`src/rtl/core/gia_pkg.sv`:
```
// gia_pkg: types, constants and a helper function for the gamepad input block
// no dependencies; every other file of the block but gia_if refers to it by scoped names
package gia_pkg;

    // configuration register indexes
    localparam logic REG_REPEAT_DELAY  = 1'b0;
    localparam logic REG_DIR_THRESHOLD = 1'b1;

    // configuration reset values
    localparam logic [7:0] REPEAT_DELAY_RST  = 8'd20;
    localparam logic [6:0] DIR_THRESHOLD_RST = 7'd32;

    // controller type codes
    localparam logic [2:0] CTRL_NONE    = 3'd0;
    localparam logic [2:0] CTRL_CLASSIC = 3'd1;
    localparam logic [2:0] CTRL_LEFT    = 3'd2;
    localparam logic [2:0] CTRL_RIGHT   = 3'd3;
    localparam logic [2:0] CTRL_FULL    = 3'd4;

    // raw button bit positions
    localparam int RAW_ZL    = 6;
    localparam int RAW_ZR    = 7;
    localparam int RAW_PLUS  = 8;
    localparam int RAW_MINUS = 9;
    localparam int RAW_UP    = 10;
    localparam int RAW_DOWN  = 11;
    localparam int RAW_LEFT  = 12;
    localparam int RAW_RIGHT = 13;

    // held button bit positions
    localparam int HELD_L     = 4;
    localparam int HELD_R     = 5;
    localparam int HELD_Z     = 6;
    localparam int HELD_START = 7;

    // direction bit positions
    localparam int DIR_LEFT  = 0;
    localparam int DIR_RIGHT = 1;
    localparam int DIR_DOWN  = 2;
    localparam int DIR_UP    = 3;

    // one input word
    typedef struct packed {
        logic [1:0]         pad_index;
        logic               connected;
        logic [2:0]         style_bits;
        logic [13:0]        raw_buttons;
        logic signed [15:0] left_x;
        logic signed [15:0] left_y;
        logic signed [15:0] right_x;
        logic signed [15:0] right_y;
    } sample_t;

    // per-pad state entry
    typedef struct packed {
        logic [7:0] prev_held;
        logic [7:0] button_repeat_count;
        logic [7:0] dir_repeat_count;
        logic [3:0] last_dir;
    } pad_state_t;

    // one result word
    typedef struct packed {
        logic [1:0]        pad_out;
        logic [2:0]        ctrl_type;
        logic [7:0]        held;
        logic [7:0]        pressed;
        logic [7:0]        held_repeat;
        logic [3:0]        dir_bits;
        logic [3:0]        dir_repeat;
        logic signed [7:0] main_x;
        logic signed [7:0] main_y;
        logic signed [7:0] sub_x;
        logic signed [7:0] sub_y;
        logic [1:0]        trigger_full;
    } result_t;

    // stick / 256 truncated toward zero; the quotient always fits in -128..127
    function automatic logic signed [7:0] scale_stick(input logic signed [15:0] raw);
        logic signed [7:0] q;
        begin
            q = raw[15:8];
            if (raw[15] && (raw[7:0] != 8'd0))
            begin
                q = q + 8'sd1;
            end
            return q;
        end
    endfunction

endpackage

```
`src/rtl/core/gia_if.sv`:
```
// gia_if: valid/ready channel interfaces for samples, results and register writes
// no dependency on gia_pkg; the field widths only mirror those of its types
interface gia_sample_if;
    logic               valid;
    logic               ready;
    logic [1:0]         pad_index;
    logic               connected;
    logic [2:0]         style_bits;
    logic [13:0]        raw_buttons;
    logic signed [15:0] left_x;
    logic signed [15:0] left_y;
    logic signed [15:0] right_x;
    logic signed [15:0] right_y;

    modport source (
        output valid, pad_index, connected, style_bits, raw_buttons,
               left_x, left_y, right_x, right_y,
        input  ready
    );
    modport sink (
        input  valid, pad_index, connected, style_bits, raw_buttons,
               left_x, left_y, right_x, right_y,
        output ready
    );
endinterface

interface gia_result_if;
    logic              valid;
    logic              ready;
    logic [1:0]        pad_out;
    logic [2:0]        ctrl_type;
    logic [7:0]        held;
    logic [7:0]        pressed;
    logic [7:0]        held_repeat;
    logic [3:0]        dir_bits;
    logic [3:0]        dir_repeat;
    logic signed [7:0] main_x;
    logic signed [7:0] main_y;
    logic signed [7:0] sub_x;
    logic signed [7:0] sub_y;
    logic [1:0]        trigger_full;

    modport source (
        output valid, pad_out, ctrl_type, held, pressed, held_repeat, dir_bits,
               dir_repeat, main_x, main_y, sub_x, sub_y, trigger_full,
        input  ready
    );
    modport sink (
        input  valid, pad_out, ctrl_type, held, pressed, held_repeat, dir_bits,
               dir_repeat, main_x, main_y, sub_x, sub_y, trigger_full,
        output ready
    );
endinterface

interface gia_cfg_if;
    logic       valid;
    logic       ready;
    logic       index;
    logic [7:0] data;

    modport source (
        output valid, index, data,
        input  ready
    );
    modport sink (
        input  valid, index, data,
        output ready
    );
endinterface

```
`src/rtl/core/gia_state_mem.sv`:
```
// gia_state_mem: per-pad state memory, registered read, valid bit per entry
// depends on gia_pkg (pad_state_t); unwritten entries read as zero
module gia_state_mem #(
    parameter int DEPTH = 4,
    parameter int AW    = 2
) (
    input  logic                clk,
    input  logic                rst_n,
    input  logic                rd_en,
    input  logic [AW-1:0]       rd_addr,
    output gia_pkg::pad_state_t rd_data,
    input  logic                wr_en,
    input  logic [AW-1:0]       wr_addr,
    input  gia_pkg::pad_state_t wr_data
);

    gia_pkg::pad_state_t mem [DEPTH];
    logic [DEPTH-1:0]    vld_reg;
    gia_pkg::pad_state_t rd_data_reg;

    // entry storage
    always_ff @(posedge clk)
    begin
        if (wr_en)
        begin
            mem[wr_addr] <= wr_data;
        end
    end

    // entry valid bits, cleared by reset
    always_ff @(posedge clk or negedge rst_n)
    begin
        if (!rst_n)
        begin
            vld_reg <= '0;
        end
        else if (wr_en)
        begin
            vld_reg[wr_addr] <= 1'b1;
        end
    end

    // registered read with write-through forwarding for the same entry
    always_ff @(posedge clk)
    begin
        if (rd_en)
        begin
            if (wr_en && (wr_addr == rd_addr))
            begin
                rd_data_reg <= wr_data;
            end
            else if (vld_reg[rd_addr])
            begin
                rd_data_reg <= mem[rd_addr];
            end
            else
            begin
                rd_data_reg <= '0;
            end
        end
    end

    assign rd_data = rd_data_reg;

endmodule

```
`src/rtl/core/gia_cond.sv`:
```
// gia_cond: conditions one sample against its pad state, builds result and new state
// depends on gia_pkg (types, codes, scale_stick)
module gia_cond (
    input  gia_pkg::sample_t    sample,
    input  logic                in_range,
    input  gia_pkg::pad_state_t state,
    input  logic [7:0]          repeat_delay,
    input  logic [6:0]          dir_threshold,
    output gia_pkg::result_t    result,
    output gia_pkg::pad_state_t state_next,
    output logic                state_wr
);

    logic [7:0]        held;
    logic [3:0]        dir;
    logic [2:0]        ctype;
    logic signed [7:0] mx;
    logic signed [7:0] my;
    logic signed [8:0] thr_pos;
    logic signed [8:0] thr_neg;
    logic [7:0]        held_rpt;
    logic [7:0]        btn_cnt;
    logic [3:0]        dir_rpt;
    logic [7:0]        dir_cnt;
    logic [13:0]       raw;

    // controller type, classic first, then left half, then right half
    always_comb
    begin
        if (sample.style_bits[0])
        begin
            ctype = gia_pkg::CTRL_CLASSIC;
        end
        else if (sample.style_bits[1])
        begin
            ctype = gia_pkg::CTRL_LEFT;
        end
        else if (sample.style_bits[2])
        begin
            ctype = gia_pkg::CTRL_RIGHT;
        end
        else
        begin
            ctype = gia_pkg::CTRL_FULL;
        end
    end

    // button map and sticks
    assign raw = sample.raw_buttons;
    assign mx  = gia_pkg::scale_stick(sample.left_x);
    assign my  = gia_pkg::scale_stick(sample.left_y);

    always_comb
    begin
        held = {2'b00, raw[5:0]};
        held[gia_pkg::HELD_L]     = raw[4] | raw[gia_pkg::RAW_ZL];
        held[gia_pkg::HELD_Z]     = raw[gia_pkg::RAW_ZR];
        held[gia_pkg::HELD_START] = raw[gia_pkg::RAW_PLUS] | raw[gia_pkg::RAW_MINUS];
    end

    // direction bits: d-pad or main stick strictly beyond threshold
    assign thr_pos = $signed({2'b00, dir_threshold});
    assign thr_neg = -thr_pos;

    always_comb
    begin
        dir = 4'd0;
        dir[gia_pkg::DIR_LEFT]  = raw[gia_pkg::RAW_LEFT]  | ($signed({mx[7], mx}) < thr_neg);
        dir[gia_pkg::DIR_RIGHT] = raw[gia_pkg::RAW_RIGHT] | ($signed({mx[7], mx}) > thr_pos);
        dir[gia_pkg::DIR_DOWN]  = raw[gia_pkg::RAW_DOWN]  | ($signed({my[7], my}) < thr_neg);
        dir[gia_pkg::DIR_UP]    = raw[gia_pkg::RAW_UP]    | ($signed({my[7], my}) > thr_pos);
    end

    // button auto-repeat
    always_comb
    begin
        if ((held != 8'd0) && (held == state.prev_held))
        begin
            if (state.button_repeat_count >= repeat_delay)
            begin
                held_rpt = held;
                btn_cnt  = state.button_repeat_count;
            end
            else
            begin
                held_rpt = 8'd0;
                btn_cnt  = state.button_repeat_count + 8'd1;
            end
        end
        else
        begin
            held_rpt = held;
            btn_cnt  = 8'd0;
        end
    end

    // direction auto-repeat
    always_comb
    begin
        if ((dir != 4'd0) && (dir == state.last_dir))
        begin
            if (state.dir_repeat_count >= repeat_delay)
            begin
                dir_rpt = dir;
                dir_cnt = state.dir_repeat_count;
            end
            else
            begin
                dir_rpt = 4'd0;
                dir_cnt = state.dir_repeat_count + 8'd1;
            end
        end
        else
        begin
            dir_rpt = dir;
            dir_cnt = 8'd0;
        end
    end

    // result word and state write-back; out-of-range or disconnected pads clear all fields but pad_out
    always_comb
    begin
        result         = '0;
        result.pad_out = sample.pad_index;
        state_next     = '0;
        state_wr       = in_range;
        if (in_range && sample.connected)
        begin
            result.ctrl_type    = ctype;
            result.held         = held;
            result.pressed      = held & ~state.prev_held;
            result.held_repeat  = held_rpt;
            result.dir_bits     = dir;
            result.dir_repeat   = dir_rpt;
            result.main_x       = mx;
            result.main_y       = my;
            result.sub_x        = gia_pkg::scale_stick(sample.right_x);
            result.sub_y        = gia_pkg::scale_stick(sample.right_y);
            result.trigger_full = {held[gia_pkg::HELD_R], held[gia_pkg::HELD_L]};
            state_next.prev_held           = held;
            state_next.button_repeat_count = btn_cnt;
            state_next.dir_repeat_count    = dir_cnt;
            state_next.last_dir            = dir;
        end
    end

endmodule

```
`src/rtl/core/gamepad_input_auto_repeat.sv`:
```
// Gamepad input conditioner with button and direction auto-repeat. Each accepted
// sample word yields exactly one result word, in order. The sample enters the compute
// stage while the pad's state entry is read from a synchronous memory at the accepting
// edge; as the stage advances, the result it computes lands in the output register
// and the entry is written back. One sample per cycle is sustained while the output
// is taken; back-to-back samples for the same pad are forwarded from the write-back
// path, so no bubble is needed. State is valid right after reset.
// Configuration writes are always ready and take effect on the next sample.
// depends on gia_pkg, gia_if, gia_state_mem, gia_cond
module gamepad_input_auto_repeat #(
    parameter int NUM_PADS = 4
) (
    input  logic         clk,
    input  logic         rst_n,
    gia_sample_if.sink   in,
    gia_result_if.source out,
    gia_cfg_if.sink      cfg
);

    localparam int AW = (NUM_PADS > 1) ? $clog2(NUM_PADS) : 1;

    logic [7:0]          repeat_delay_reg;
    logic [6:0]          dir_threshold_reg;
    gia_pkg::sample_t    in_word;
    logic                in_range;
    logic                in_acc;
    logic                s1_vld_reg;
    gia_pkg::sample_t    s1_reg;
    logic                s1_range_reg;
    logic                s1_adv;
    logic                out_vld_reg;
    gia_pkg::result_t    out_reg;
    gia_pkg::result_t    res;
    gia_pkg::pad_state_t rd_state;
    gia_pkg::pad_state_t wr_state;
    logic                wr_req;
    logic                wr_en;

    // configuration registers
    assign cfg.ready = 1'b1;

    always_ff @(posedge clk or negedge rst_n)
    begin
        if (!rst_n)
        begin
            repeat_delay_reg  <= gia_pkg::REPEAT_DELAY_RST;
            dir_threshold_reg <= gia_pkg::DIR_THRESHOLD_RST;
        end
        else if (cfg.valid)
        begin
            unique case (cfg.index)
                gia_pkg::REG_REPEAT_DELAY:  repeat_delay_reg  <= cfg.data;
                gia_pkg::REG_DIR_THRESHOLD: dir_threshold_reg <= cfg.data[6:0];
                default:                    repeat_delay_reg  <= repeat_delay_reg;
            endcase
        end
    end

    // input word gathering and handshake
    always_comb
    begin
        in_word.pad_index   = in.pad_index;
        in_word.connected   = in.connected;
        in_word.style_bits  = in.style_bits;
        in_word.raw_buttons = in.raw_buttons;
        in_word.left_x      = in.left_x;
        in_word.left_y      = in.left_y;
        in_word.right_x     = in.right_x;
        in_word.right_y     = in.right_y;
    end

    assign in_range = ({3'b000, in.pad_index} < 5'(NUM_PADS));
    assign s1_adv   = s1_vld_reg && (!out_vld_reg || out.ready);
    assign in.ready = !s1_vld_reg || s1_adv;
    assign in_acc   = in.valid && in.ready;

    // compute stage holding the sample while its state entry is read
    always_ff @(posedge clk or negedge rst_n)
    begin
        if (!rst_n)
        begin
            s1_vld_reg <= 1'b0;
        end
        else if (in.ready)
        begin
            s1_vld_reg <= in.valid;
        end
    end

    always_ff @(posedge clk)
    begin
        if (in_acc)
        begin
            s1_reg       <= in_word;
            s1_range_reg <= in_range;
        end
    end

    // per-pad state memory
    gia_state_mem #(
        .DEPTH (NUM_PADS),
        .AW    (AW)
    ) u_mem (
        .clk     (clk),
        .rst_n   (rst_n),
        .rd_en   (in_acc && in_range),
        .rd_addr (AW'(in.pad_index)),
        .rd_data (rd_state),
        .wr_en   (wr_en),
        .wr_addr (AW'(s1_reg.pad_index)),
        .wr_data (wr_state)
    );

    // result and next state
    gia_cond u_cond (
        .sample        (s1_reg),
        .in_range      (s1_range_reg),
        .state         (rd_state),
        .repeat_delay  (repeat_delay_reg),
        .dir_threshold (dir_threshold_reg),
        .result        (res),
        .state_next    (wr_state),
        .state_wr      (wr_req)
    );

    assign wr_en = s1_adv && wr_req;

    // output register
    always_ff @(posedge clk or negedge rst_n)
    begin
        if (!rst_n)
        begin
            out_vld_reg <= 1'b0;
        end
        else if (!out_vld_reg || out.ready)
        begin
            out_vld_reg <= s1_vld_reg;
        end
    end

    always_ff @(posedge clk)
    begin
        if (s1_adv)
        begin
            out_reg <= res;
        end
    end

    assign out.valid        = out_vld_reg;
    assign out.pad_out      = out_reg.pad_out;
    assign out.ctrl_type    = out_reg.ctrl_type;
    assign out.held         = out_reg.held;
    assign out.pressed      = out_reg.pressed;
    assign out.held_repeat  = out_reg.held_repeat;
    assign out.dir_bits     = out_reg.dir_bits;
    assign out.dir_repeat   = out_reg.dir_repeat;
    assign out.main_x       = out_reg.main_x;
    assign out.main_y       = out_reg.main_y;
    assign out.sub_x        = out_reg.sub_x;
    assign out.sub_y        = out_reg.sub_y;
    assign out.trigger_full = out_reg.trigger_full;

    // a stalled compute stage keeps its word
    a_s1_hold: assert property (@(posedge clk) disable iff (!rst_n)
        s1_vld_reg && !s1_adv |=> s1_vld_reg)
        else $error("compute stage lost a stalled word");

    // state is written back only as a word leaves the compute stage
    a_wr_adv: assert property (@(posedge clk) disable iff (!rst_n)
        wr_en |-> s1_vld_reg && (!out_vld_reg || out.ready))
        else $error("state write without stage advance");

    // a taken result with nothing behind it empties the output register
    a_out_drain: assert property (@(posedge clk) disable iff (!rst_n)
        out_vld_reg && out.ready && !s1_vld_reg |=> !out_vld_reg)
        else $error("result repeated after it was taken");

    // newly pressed buttons are a subset of held buttons
    a_pressed: assert property (@(posedge clk) disable iff (!rst_n)
        out_vld_reg |-> ((out_reg.pressed & ~out_reg.held) == 8'd0))
        else $error("pressed bit without held bit");

    // repeat output shows the held set or nothing
    a_repeat: assert property (@(posedge clk) disable iff (!rst_n)
        out_vld_reg |-> (out_reg.held_repeat == 8'd0) || (out_reg.held_repeat == out_reg.held))
        else $error("button repeat differs from held set");

endmodule
```
`src/flat_wrapper.sv`:
```
// flat-port wrapper written by rule: the top's interface ports become plain ports
module gamepad_input_auto_repeat_flat 
#(
    parameter int NUM_PADS = 4
)
  (clk, rst_n, in_valid, in_pad_index, in_connected, in_style_bits, in_raw_buttons, in_left_x, in_left_y, in_right_x, in_right_y, in_ready, out_valid, out_pad_out, out_ctrl_type, out_held, out_pressed, out_held_repeat, out_dir_bits, out_dir_repeat, out_main_x, out_main_y, out_sub_x, out_sub_y, out_trigger_full, out_ready, cfg_valid, cfg_index, cfg_data, cfg_ready);
  gia_sample_if in_i ();
  gia_result_if out_i ();
  gia_cfg_if cfg_i ();
  input  logic clk;
  input  logic rst_n;
  input wire logic [$bits(in_i.valid)-1:0] in_valid;
  input wire logic [$bits(in_i.pad_index)-1:0] in_pad_index;
  input wire logic [$bits(in_i.connected)-1:0] in_connected;
  input wire logic [$bits(in_i.style_bits)-1:0] in_style_bits;
  input wire logic [$bits(in_i.raw_buttons)-1:0] in_raw_buttons;
  input wire logic [$bits(in_i.left_x)-1:0] in_left_x;
  input wire logic [$bits(in_i.left_y)-1:0] in_left_y;
  input wire logic [$bits(in_i.right_x)-1:0] in_right_x;
  input wire logic [$bits(in_i.right_y)-1:0] in_right_y;
  output wire logic [$bits(in_i.ready)-1:0] in_ready;
  output wire logic [$bits(out_i.valid)-1:0] out_valid;
  output wire logic [$bits(out_i.pad_out)-1:0] out_pad_out;
  output wire logic [$bits(out_i.ctrl_type)-1:0] out_ctrl_type;
  output wire logic [$bits(out_i.held)-1:0] out_held;
  output wire logic [$bits(out_i.pressed)-1:0] out_pressed;
  output wire logic [$bits(out_i.held_repeat)-1:0] out_held_repeat;
  output wire logic [$bits(out_i.dir_bits)-1:0] out_dir_bits;
  output wire logic [$bits(out_i.dir_repeat)-1:0] out_dir_repeat;
  output wire logic [$bits(out_i.main_x)-1:0] out_main_x;
  output wire logic [$bits(out_i.main_y)-1:0] out_main_y;
  output wire logic [$bits(out_i.sub_x)-1:0] out_sub_x;
  output wire logic [$bits(out_i.sub_y)-1:0] out_sub_y;
  output wire logic [$bits(out_i.trigger_full)-1:0] out_trigger_full;
  input wire logic [$bits(out_i.ready)-1:0] out_ready;
  input wire logic [$bits(cfg_i.valid)-1:0] cfg_valid;
  input wire logic [$bits(cfg_i.index)-1:0] cfg_index;
  input wire logic [$bits(cfg_i.data)-1:0] cfg_data;
  output wire logic [$bits(cfg_i.ready)-1:0] cfg_ready;
  assign in_i.valid = in_valid;
  assign in_i.pad_index = in_pad_index;
  assign in_i.connected = in_connected;
  assign in_i.style_bits = in_style_bits;
  assign in_i.raw_buttons = in_raw_buttons;
  assign in_i.left_x = in_left_x;
  assign in_i.left_y = in_left_y;
  assign in_i.right_x = in_right_x;
  assign in_i.right_y = in_right_y;
  assign in_ready = in_i.ready;
  assign out_valid = out_i.valid;
  assign out_pad_out = out_i.pad_out;
  assign out_ctrl_type = out_i.ctrl_type;
  assign out_held = out_i.held;
  assign out_pressed = out_i.pressed;
  assign out_held_repeat = out_i.held_repeat;
  assign out_dir_bits = out_i.dir_bits;
  assign out_dir_repeat = out_i.dir_repeat;
  assign out_main_x = out_i.main_x;
  assign out_main_y = out_i.main_y;
  assign out_sub_x = out_i.sub_x;
  assign out_sub_y = out_i.sub_y;
  assign out_trigger_full = out_i.trigger_full;
  assign out_i.ready = out_ready;
  assign cfg_i.valid = cfg_valid;
  assign cfg_i.index = cfg_index;
  assign cfg_i.data = cfg_data;
  assign cfg_ready = cfg_i.ready;
  gamepad_input_auto_repeat #(.NUM_PADS(NUM_PADS)) u_core (.clk(clk), .rst_n(rst_n), .in(in_i), .out(out_i), .cfg(cfg_i));
endmodule
```
`config.mk`:
```
export PLATFORM = sky130hd
export DESIGN_NAME = gamepad_input_auto_repeat_flat
export DESIGN_NICKNAME = d
export VERILOG_FILES = /design/src/rtl/core/gia_pkg.sv /design/src/rtl/core/gia_if.sv /design/src/rtl/core/gia_state_mem.sv /design/src/rtl/core/gia_cond.sv /design/src/rtl/core/gamepad_input_auto_repeat.sv /design/src/flat_wrapper.sv
export SDC_FILE = /design/constraint.sdc
export NUM_CORES = 1
export LEC_CHECK = 0
export BUFFER_PORTS_ARGS = -buffer_cell sky130_fd_sc_hd__buf_2
export CAP_MARGIN = 10
export CORE_ASPECT_RATIO = 0.8
export CORE_MARGIN = 1
export CORE_UTILIZATION = 30
export CTS_BUF_LIST = sky130_fd_sc_hd__clkbuf_4 sky130_fd_sc_hd__clkbuf_8
export DETAILED_ROUTE_END_ITERATION = 10
export SYNTH_ARGS = -nofsm -noshare
export SYNTH_HDL_FRONTEND = slang
export SYNTH_SLANG_ARGS = --single-unit
export TNS_END_PERCENT = 30
```
`constraint.sdc`:
```
create_clock -name clk -period 5.91 [get_ports clk]
set_input_delay 1.182 -clock clk [delete_from_list [all_inputs] [get_ports clk]]
set_output_delay 1.182 -clock clk [all_outputs]
set_load 0.01 [all_outputs]
```
==> results of run 1 <==
-- cell families (layout without fill, tap and decap cells) --
family	after synthesis	after routing	share of synthesized area, %
flops	314	314	68.26
other cells	1	2	0.02744
simple gates	276	276	10.18
compound gates	101	101	4.761
mux	42	42	5.823
fa+ha+maj	61	61	5.585
buf+inv	82	327	2.362
xor+xnor	46	46	3.003
-- layout make-up --
class	count	area share (%)
Antenna cell	1	0.01543
Timing Repair Buffer	179	5.662
Clock inverter	24	0.9256
Clock buffer	65	5.014
Tap cell	603	4.651
Sequential cell	314	57.51
Multi-Input combinational cell	527	24.85
Inverter	59	1.373
-- power breakdown --
group          internal [uW]  switching, uW
registers               2610           77.9
logic                    252            399
clock network            947            860
-- layer usage --
layer  wire (um)  GRT usage (%)  vias up
met3        2210          4.220       58
met5          25              0        -
met4         640          4.189        4
li1            -              -     3881
met1       14460          18.16     4019
met2       13700          21.05      256
-- per-stage QoR --
| stage | worst slack (ps) | util [%] | area, sq um | instances |
|---|---|---|---|---|
| floorplan | 1332 | - | 13670 | 923 |
| detailed placement | 2041 | 34.18 | 15250 | 1682 |
| CTS | 2007 | 36.34 | 16220 | 1771 |
| global route | 1675 | 36.34 | 16220 | 1772 |
| finish | 1973 | 36.34 | 16220 | 1772 |
| global placement | 2198 | 34.18 | 15250 | 1682 |
-- how the worst min path moves through the flow --
stage               depth (start not counted)                     from  slack, ps                       to
finish                                      1  u_core.u_mem.vld_reg[1]        480  u_core.u_mem.vld_reg[1]
global route                                1  u_core.u_mem.vld_reg[2]        500  u_core.u_mem.vld_reg[2]
detailed placement                          1  u_core.u_mem.vld_reg[1]        450  u_core.u_mem.vld_reg[1]
global placement                            1  u_core.u_mem.vld_reg[1]        460  u_core.u_mem.vld_reg[1]
CTS                                         1  u_core.u_mem.vld_reg[1]        480  u_core.u_mem.vld_reg[1]
floorplan                                   1  u_core.u_mem.vld_reg[2]        430  u_core.u_mem.vld_reg[2]
-- layout by cell type, fill, tap and decap left out, types with 24 or more instances in the layout --
| master | count |
|---|---|
| nand2_1 | 73 |
| and2_1 | 27 |
| nor2_1 | 60 |
| edfxtp_1 | 293 |
| xnor2_1 | 26 |
| o21ai_0 | 36 |
| a21oi_1 | 24 |
| ha_1 | 61 |
| clkbuf_8 | 52 |
| mux4_2 | 29 |
| buf_2 | 170 |
| inv_1 | 58 |
==> reports/results.tsv, run 1 <==
stage	metric	value	unit
outcome	status	finished, final reports clean	
critical_path	WS Path Type	reg2reg	
drt	drt drc	0	
final_layout	number of flip-flops in the largest register	112	
drt	Pre-Repair DR Iteration Count	5	
die	die area	0.04641	sq mm
power_and_ir_drop	Max IR drop VDD	179.8	uV
grt	global-route wire length before repair	47.66	mm
grt	GRT Total Usage	13.60	%
clock_network	Worst-Skew Late Latency	600	ps
synth	Synth area leaders	edfxtp_1 (64%), ha_1 (5.6%), mux4_2 (4.8%)	
clock_network	Clock Pin Slew Worst Setup and Hold Paths	60	ps
clock_network	CTS root buf	clkbuf_8	
sta	final setup violation count	0	
critical_path	worst endpoint required time	6330	ps
power_and_ir_drop	Power, Total	5144	uW
critical_path	Crit. End Element	flip-flop	
critical_path	CP max stage delay	610	ps
clock_network	worst-case clock buffer depth	3	
placement	Buffers on Ports	170	
clock_network	CTS tree	done	
synth	post-synthesis cell area	0.01367	sq mm
synth	most frequent cell after synthesis	edfxtp_1	
critical_path	cells along the critical path	nor4_1 -> nand2_1 -> nand2_1 -> mux2_2 -> ha_1 -> nand2b_1 -> a21oi_1 -> o221ai_1 -> a21oi_1 -> xor2_2 -> nor3_2 -> and3_1	
die	core region area	0.04463	sq mm
synth	Gate Count Post-Synth	923	
critical_path	delay-heaviest family, CP	simple AND/OR/NAND/NOR gates	
power_and_ir_drop	power per cell area	317.1	mW/mm^2
synth	sequential share of the synthesized area	68.26	%
critical_path	worst r2r dst	u_core.u_mem.mem[1][5]	
drt	Avg Vias per Cell	4.638	
grt	initial antenna violation count	3	
clock_network	hold_buf cts	0	
clock_network	Resized cells post-CTS	0	
synth	Async S/R FF share, synth	6.688	%
critical_path	slowest CP cell	nor3_2	
placement	DP HPWL	21.04	mm
placement	GP Congestion	0.7963	
synth	Syn Nets	1082	
final_layout	Filler cells	4276	
final_layout	share of cells above drive strength 1	28.17	%
die	Row Count	69	
clock_network	CTS Buf Count	51	
sta	RSZ-0062 raised after global routing	no	
sta	Slew @ Worst Pin	1080	ps
die	Die X	240.6	um
drt	Final ANT Viol Nets	0	
die	Starting Density	30.62	%
sta	crit path time final	3937	ps
synth	largest area contributor in the netlist	edfxtp_1	
job	max-cap violations	0	
synth	YS warnings	0	
synth	Post-synth top cells	edfxtp_1 (293), nand2_1 (73), ha_1 (61), nor2_1 (61), inv_1 (59)	
critical_path	CP Max Fanout	8	
grt	largest net degree at the start of global routing	69	
critical_path	CP bufs+invs	0	
power_and_ir_drop	leakage power	0.006253	uW
grt	Remaining Overflow, GRT	0	
sta	Worst slew margin	27.97	%
clock_network	Post-CTS Setup Inserts	0	
final_layout	Storage cell area	0.009328	sq mm
critical_path	Critical Path Sink	u_core.u_mem.mem[1][5]	
synth	post-synthesis register bit count	314	
critical_path	critical path arrival	4360	ps
synth	Yosys cell types	67	
synth	area share of the largest cell type after synthesis	64.38	%
hold_path	Worst Hold Class	reg2reg	
drt	wire per inst	17.52	um
sta	Hold Vio Cnt, Final	0	
critical_path	worst r2r path cells	12	
final_layout	fin nets	1291	
sta	max frequency	254.0	MHz
drt	1st-iter DRT viols	508	
drt	Routed WL	31.04	mm
sta	Min Hold Slack	481.2	ps
synth	number of synthesized flops with an enable pin	293	
critical_path	CP Depth	12	
critical_path	crit path launch type	flip-flop	
clock_network	H-tree levels	2	
final_layout	Area Growth Syn to Fin	18.70	%
die	I/O pin count	172	
sta	setup TNS	0	ps
critical_path	CP startpoint	u_core.s1_reg[49]	
final_layout	Multi-input gate area	0.004031	sq mm
sta	Final period util	66.62	%
sta	Clock Skew	35.27	ps
clock_network	# clock sinks	314	
critical_path	FF-to-FF Start	u_core.s1_reg[49]	
drt	Vias	8218	
critical_path	FF-to-FF setup slack	1970	ps
sta	max-slew violations	0	
synth	dominant synthesized flop cell	edfxtp_1	
synth	mean area per synthesized cell	14.81	sq um
grt	number of global-route vias before repair	8415	
die	Die Ht	192.9	um
Note: power is estimated with default switching activity, not from simulation.
==> run 2, diff against run 1 <==
==> constraint.sdc (replaced) <==
create_clock -name clk -period 3.9 [get_ports clk]
set_input_delay 0.78 -clock clk [delete_from_list [all_inputs] [get_ports clk]]
set_output_delay 0.78 -clock clk [all_outputs]
set_load 0.01 [all_outputs]
==> run 2 against run 1 <==
  * Wire length down 1.2%
  * Clock-buffer cell count decreased by 4
  * Combinational power grew 54%
  * Maximum frequency up 10%
  * Clock skew about the same
  * Cell count up 0.51%
  * Sequential power up 51%
  * Final area increased by 1.3%
  * Sequential share of layout area shrank 0.77 points
  * Via count shrank 0.54%
  * Critical path type unchanged
==> reports/results.tsv, run 2 (synthesized netlist as in run 1, its figures left out) <==
stage	metric	value	unit	change
drt	Vias	8174		was 8218
sta	Clock Skew	35.20	ps	was 35.27 ps
critical_path	WS Path Type	reg2reg		unchanged
power_and_ir_drop	leakage power	0.006334	uW	was 0.006253 uW
clock_network	CTS Buf Count	50		was 51
drt	Routed WL	30.67	mm	was 31.04 mm
power_and_ir_drop	switching share of power	25.53	%	was 25.99%
clock_network	CTS root buf	clkbuf_8		unchanged
sta	max frequency	279.3	MHz	was 254.0 MHz
final_layout	Filler cells	4309		was 4276
critical_path	worst endpoint required time	4270	ps	was 6330 ps
final_layout	number of flip-flops in the largest register	112		unchanged
final_layout	share of cells above drive strength 1	29.06	%	was 28.17%
power_and_ir_drop	sw power	2061	uW	was 1337 uW
die	I/O pin count	172		unchanged
final_layout	Multi-input gate area	0.004084	sq mm	was 0.004031 sq mm
critical_path	worst r2r dst	u_core.u_mem.mem[1][10]		was u_core.u_mem.mem[1][5]
clock_network	H-tree levels	2		unchanged
placement	GP Congestion	0.8262		was 0.7963
clock_network	worst-case clock buffer depth	3		unchanged
critical_path	FF-to-FF Start	u_core.s1_reg[35]		was u_core.s1_reg[49]
die	Die X	240.6	um	unchanged
clock_network	hold_buf cts	0		unchanged
power_and_ir_drop	power share of the sequential group	50.4	%	was 52.2%
die	Row Count	69		unchanged
critical_path	FF-to-FF setup slack	320	ps	was 1970 ps
sta	Min Hold Slack	179.6	ps	was 481.2 ps
final_layout	most frequent cells in the layout	edfxtp_1 (293), buf_2 (170), nand2_1 (73), ha_1 (61), nor2_1 (59)		was edfxtp_1 (293), buf_2 (170), nand2_1 (73), ha_1 (61), nor2_1 (60)
power_and_ir_drop	Max IR drop VDD	276.7	uV	was 179.8 uV
hold_path	Worst Hold Class	in2async		was reg2reg
job	max-cap violations	0		unchanged
die	core region area	0.04463	sq mm	unchanged
final_layout	fin nets	1296		was 1291
grt	number of global-route vias before repair	8252		was 8415
power_and_ir_drop	power per cell area	490.9	mW/mm^2	was 317.1 mW/mm^2
sta	Hold Vio Cnt, Final	0		unchanged
final_layout	Area Growth Syn to Fin	20.30	%	was 18.70%
sta	final setup violation count	0		unchanged
placement	placed cell area	0.01531	sq mm	was 0.01525 sq mm
die	Die Ht	192.9	um	unchanged
critical_path	Critical Path Sink	u_core.u_mem.mem[1][10]		was u_core.u_mem.mem[1][5]
sta	Worst slew margin	33.76	%	was 27.97%
sta	Final period util	91.80	%	was 66.62%
drt	drt drc	0		unchanged
clock_network	Worst-Skew Late Latency	590	ps	was 600 ps
grt	global-route wire length before repair	46.76	mm	was 47.66 mm
drt	Avg Vias per Cell	4.590		was 4.638
drt	Final ANT Viol Nets	0		unchanged
sta	Slew @ Worst Pin	992.5	ps	was 1080 ps
critical_path	CP Max Fanout	5		was 8
grt	GRT Total Usage	13.36	%	was 13.60%
die	die area	0.04641	sq mm	unchanged
sta	max-slew violations	0		unchanged
critical_path	Crit. End Element	flip-flop		unchanged
sta	crit path time final	3580	ps	was 3937 ps
critical_path	crit path launch type	flip-flop		unchanged
sta	RSZ-0062 raised after global routing	no		unchanged
final_layout	Design Area, Final	0.01644	sq mm	was 0.01622 sq mm
die	Starting Density	30.62	%	unchanged
power_and_ir_drop	Logic pwr share	12.4	%	was 12.7%
power_and_ir_drop	Clock power frac	37.2	%	was 35.1%
placement	Buffers on Ports	170		unchanged
grt	largest net degree at the start of global routing	72		was 69
grt	Remaining Overflow, GRT	0		unchanged
clock_network	Clock Pin Slew Worst Setup and Hold Paths	70	ps	was 60 ps
final_layout	Storage cell area	0.009328	sq mm	unchanged
grt	initial antenna violation count	2		was 3
placement	DP HPWL	21.46	mm	was 21.04 mm
sta	setup TNS	0	ps	unchanged
clock_network	CTS tree	done		unchanged
final_layout	commonest non-fill, non-tap cell in the layout	edfxtp_1		unchanged
drt	wire per inst	17.22	um	was 17.52 um
power_and_ir_drop	internal power	6010	uW	was 3807 uW
critical_path	worst r2r path cells	14		was 12
drt	Pre-Repair DR Iteration Count	4		was 5
outcome	status	finished, final reports clean		unchanged
critical_path	critical path arrival	3950	ps	was 4360 ps
clock_network	# clock sinks	314		unchanged
critical_path	CP startpoint	u_core.s1_reg[35]		was u_core.s1_reg[49]
drt	1st-iter DRT viols	583		was 508
## run 2: how the worst min path moves through the flow
stage / to / slack, ps / cells past startpoint
6_report: u_core.s1_vld_reg / 180 / 1
5_1_grt: u_core.s1_vld_reg / 170 / 1
4_1_cts: u_core.s1_vld_reg / 150 / 1
3_5_place_dp: u_core.u_mem.vld_reg[0] / 450 / 1
3_3_place_gp: u_core.u_mem.vld_reg[2] / 450 / 1
2_1_floorplan: u_core.u_mem.vld_reg[2] / 430 / 1
## run 2: area by class of cell
class	instances	share of cell area (%)
flip-flops and latches	314	56.74
multi-input cells	527	24.84
inverters	59	1.370
clock buffers	61	4.726
repair buffers	185	5.937
clock inverters	31	1.781
well taps	603	4.589
diodes	1	0.01522
## run 2: worst max-delay path, stage by stage, from the launching register on
cell	delay, ps
edfxtp_1	380
nor4_2	370
nand2_1	110
nand2_1	120
or2_2	140
nor2_1	50
xor2_1	240
ha_1	320
a22o_1	220
nor4_1	180
a2bb2oi_1	140
a31oi_4	260
mux2i_4	130
or3_1	470
nor2_1	250
## run 2: what timing repair did
item	CTS	global route
setup endpoints to repair	0	30
buffers inserted	0	0
gates resized for setup	0	9
## run 2: layer usage
layer	vias up	track usage, %	share of wire [%]
met1	3982	19.01	48
li1	3892	-	-
met5	-	0	0
met3	50	3.848	7.4
met4	0	3.234	1.7
met2	250	19.91	43
## run 2: metrics by stage
step	power, uW	setup slack (ps)	utilization (%)	std cells
after floorplan	4748	277.4	-	923
after global placement	5106	330.5	34.31	1688
after detailed placement	5127	38.89	34.31	1688
after CTS	8154	18.66	36.71	1780
after global routing	8460	43.27	36.83	1781
final	8071	319.8	36.83	1781
## run 2: power groups by stage
stage / registers [uW] / clock network (uW) / logic (uW)
after floorplan: 4140 / 0 / 612
after global placement: 4130 / 0 / 976
after detailed placement: 4130 / 0 / 994
after CTS: 4070 / 3090 / 997
after global routing: 4090 / 3250 / 1130
final: 4060 / 3010 / 1000
==> run 3, diff against run 2 <==
--- a/config.mk
+++ b/config.mk
@@ -5,13 +5,13 @@
 export SDC_FILE = /design/constraint.sdc
 export NUM_CORES = 1
 export LEC_CHECK = 0
-export BUFFER_PORTS_ARGS = -buffer_cell sky130_fd_sc_hd__buf_2
 export CAP_MARGIN = 10
 export CORE_ASPECT_RATIO = 0.8
 export CORE_MARGIN = 1
 export CORE_UTILIZATION = 30
 export CTS_BUF_LIST = sky130_fd_sc_hd__clkbuf_4 sky130_fd_sc_hd__clkbuf_8
 export DETAILED_ROUTE_END_ITERATION = 10
+export DONT_BUFFER_PORTS = 1
 export SYNTH_ARGS = -nofsm -noshare
 export SYNTH_HDL_FRONTEND = slang
 export SYNTH_SLANG_ARGS = --single-unit
==> run 3 against run 2 <==
  * Clock power fell by 11%
  * First-iteration DRC count shrank 26%
  * Hold slack better by 90 ps
  * Cell count decreased by 9.7%
  * Maximum frequency is 0.74% lower
  * Critical path depth did not move
  * Power shrank 5.4%
  * Sequential share of layout area up 3.6 points
  * Critical path type unchanged
  * Largest cell class unchanged
==> reports/results.tsv, run 3 (synthesized netlist as in run 1, its figures left out) <==
stage	metric	value	unit	change
outcome	status	finished, final reports clean		unchanged
power_and_ir_drop	Power, Total	7638	uW	was 8071 uW
placement	DP HPWL	20.67	mm	was 21.46 mm
grt	GRT Total Usage	13.14	%	was 13.36%
final_layout	commonest non-fill, non-tap cell in the layout	edfxtp_1		unchanged
drt	routed length on met2	13.34	mm	was 13.25 mm
final_layout	number of flip-flops in the largest register	112		unchanged
grt	number of global-route vias before repair	7684		was 8252
die	core region area	0.04463	sq mm	unchanged
sta	Hold Vio Cnt, Final	0		unchanged
clock_network	CTS Buf Count	47		was 50
die	Die Ht	192.9	um	unchanged
critical_path	worst endpoint required time	4300	ps	was 4270 ps
sta	Slew @ Worst Pin	1085	ps	was 992.5 ps
die	I/O pin count	172		unchanged
power_and_ir_drop	Max IR drop VDD	292.9	uV	was 276.7 uV
grt	Remaining Overflow, GRT	0		unchanged
critical_path	crit path launch type	flip-flop		unchanged
placement	GP Congestion	0.8366		was 0.8262
clock_network	H-tree levels	2		unchanged
drt	Routed WL	30.02	mm	was 30.67 mm
clock_network	Clock Pin Slew Worst Setup and Hold Paths	70	ps	about the same
sta	Worst slew margin	27.46	%	was 33.76%
clock_network	CTS tree	done		unchanged
hold_path	Worst Hold Depth	0		
die	Row Count	69		unchanged
drt	Final ANT Viol Nets	0		unchanged
sta	max frequency	277.3	MHz	was 279.3 MHz
sta	max-slew violations	0		unchanged
drt	1st-iter DRT viols	432		was 583
placement	placed cell count	1520		was 1688
die	Die X	240.6	um	unchanged
critical_path	CP bufs+invs	0		unchanged
hold_path	hold worst-path end	u_core.s1_reg[66]		
grt	initial antenna violation count	1		was 2
final_layout	fin nets	1127		was 1296
sta	final setup violation count	0		unchanged
grt	global-route wire length before repair	45.42	mm	was 46.76 mm
sta	crit path time final	3607	ps	was 3580 ps
sta	Clock Skew	26.40	ps	was 35.20 ps
job	max-cap violations	0		unchanged
final_layout	most frequent cells in the layout	edfxtp_1 (293), nand2_1 (73), ha_1 (61), nor2_1 (59), inv_1 (58)		was edfxtp_1 (293), buf_2 (170), nand2_1 (73), ha_1 (61), nor2_1 (59)
critical_path	worst r2r path cells	14		unchanged
drt	Pre-Repair DR Iteration Count	5		was 4
final_layout	share of cells above drive strength 1	15.94	%	was 29.06%
final_layout	Area Growth Syn to Fin	13.19	%	was 20.30%
critical_path	CP Max Fanout	5		unchanged
drt	M1 WL	13.74	mm	was 14.65 mm
critical_path	Crit. End Element	flip-flop		unchanged
final_layout	Final Non-Filler Cells	1608		was 1781
drt	Avg Vias per Cell	4.657		was 4.590
clock_network	worst-case clock buffer depth	3		unchanged
grt	largest net degree at the start of global routing	55		was 72
critical_path	worst r2r dst	u_core.u_mem.mem[1][8]		was u_core.u_mem.mem[1][10]
final_layout	Filler cells	4284		was 4309
critical_path	WS Path Type	reg2reg		unchanged
placement	dpl ws	120.2	ps	was 38.89 ps
clock_network	# clock sinks	314		unchanged
sta	final worst slack	293.2	ps	was 319.8 ps
drt	wire per inst	18.67	um	was 17.22 um
critical_path	slowest CP cell	or3_1		unchanged
clock_network	Post-CTS Setup Inserts	0		unchanged
drt	Vias	7489		was 8174
hold_path	Worst Hold Class	in2reg		was in2async
die	Starting Density	30.62	%	unchanged
clock_network	Worst-Skew Late Latency	600	ps	was 590 ps
placement	Buffers on Ports	0		was 170
clock_network	CTS root buf	clkbuf_8		unchanged
drt	drt drc	0		unchanged
sta	Final period util	92.48	%	was 91.80%
critical_path	delay-heaviest family, CP	simple AND/OR/NAND/NOR gates		unchanged
critical_path	FF-to-FF setup slack	290	ps	was 320 ps
sta	Min Hold Slack	269.7	ps	was 179.6 ps
power_and_ir_drop	power per cell area	493.8	mW/mm^2	was 490.9 mW/mm^2
die	die area	0.04641	sq mm	unchanged
critical_path	CP max stage delay	480	ps	was 470 ps
sta	RSZ-0062 raised after global routing	yes		was no
critical_path	critical path arrival	4010	ps	was 3950 ps
critical_path	cells along the critical path	nor4_2 -> nand2_1 -> nand2_1 -> or2_2 -> nor2_1 -> xor2_1 -> ha_1 -> a22o_1 -> nor4_1 -> a2bb2oi_1 -> a31oi_2 -> mux2i_4 -> or3_1 -> nor2_1		was nor4_2 -> nand2_1 -> nand2_1 -> or2_2 -> nor2_1 -> xor2_1 -> ha_1 -> a22o_1 -> nor4_1 -> a2bb2oi_1 -> a31oi_4 -> mux2i_4 -> or3_1 -> nor2_1
hold_path	Hold Path Origin	in_raw_buttons[2]		
drt	highest metal used	met5		was met4
drt	routed wl met3	2.445	mm	was 2.258 mm
critical_path	FF-to-FF Start	u_core.s1_reg[35]		unchanged
power_and_ir_drop	leakage power	0.005607	uW	was 0.006334 uW
[run 3: how the worst max path moves through the flow]
stage                            startpoint                endpoint  slack [ps]  depth (start not counted)
after floorplan                   out_ready  u_core.u_mem.mem[2][0]         280                          3
after global placement    u_core.s1_reg[35]  u_core.u_mem.mem[2][9]         300                         14
after detailed placement  u_core.s1_reg[35]  u_core.u_mem.mem[3][9]         120                         14
after CTS                 u_core.s1_reg[35]  u_core.u_mem.mem[0][9]         120                         14
after global routing      u_core.s1_reg[35]  u_core.u_mem.mem[1][8]          -6                         14
final                     u_core.s1_reg[35]  u_core.u_mem.mem[1][8]         290                         14
[run 3: per-stage QoR]
| stage | cell area (sq um) | utilization (%) | TNS (ps) |
|---|---|---|---|
| floorplan | 13670 | - | 0 |
| CTS | 15430 | 34.56 | 0 |
| finish | 15470 | 34.66 | 0 |
| global placement | 14480 | 32.44 | 0 |
| detailed placement | 14480 | 32.44 | 0 |
| global route | 15470 | 34.65 | -21.67 |
[run 3: metal layers]
metal	global-route usage [%]	up-vias
li1	-	3541
met4	3.283	2
met2	20.34	228
met1	17.48	3673
met3	4.620	45
met5	0	-
[run 3: final cells by class]
| class | instances | area [sq um] | area share [%] |
|---|---|---|---|
| flip-flops and latches | 314 | 9328 | 60.30 |
| multi-input cells | 527 | 4070 | 26.31 |
| clock buffers | 63 | 767.0 | 4.958 |
| well taps | 603 | 754.5 | 4.877 |
| inverters | 59 | 225.2 | 1.456 |
| clock inverters | 22 | 161.4 | 1.043 |
| repair buffers | 19 | 160.2 | 1.035 |
| diodes | 1 | 2.502 | 0.01618 |
[run 3: power by group]
group	switching, uW	leakage, uW	internal (uW)
Sequential	158	0.00304	3960
Clock	1260	0.000484	1420
Combinational	516	0.00208	324
[run 3: what timing repair did]
item | 4_1_cts | 5_1_grt
hold endpoints to repair | 20 | 0
gates resized for setup | 0 | 7
hold buffers | 2 | 0
endpoints found under the setup margin | 0 | 22
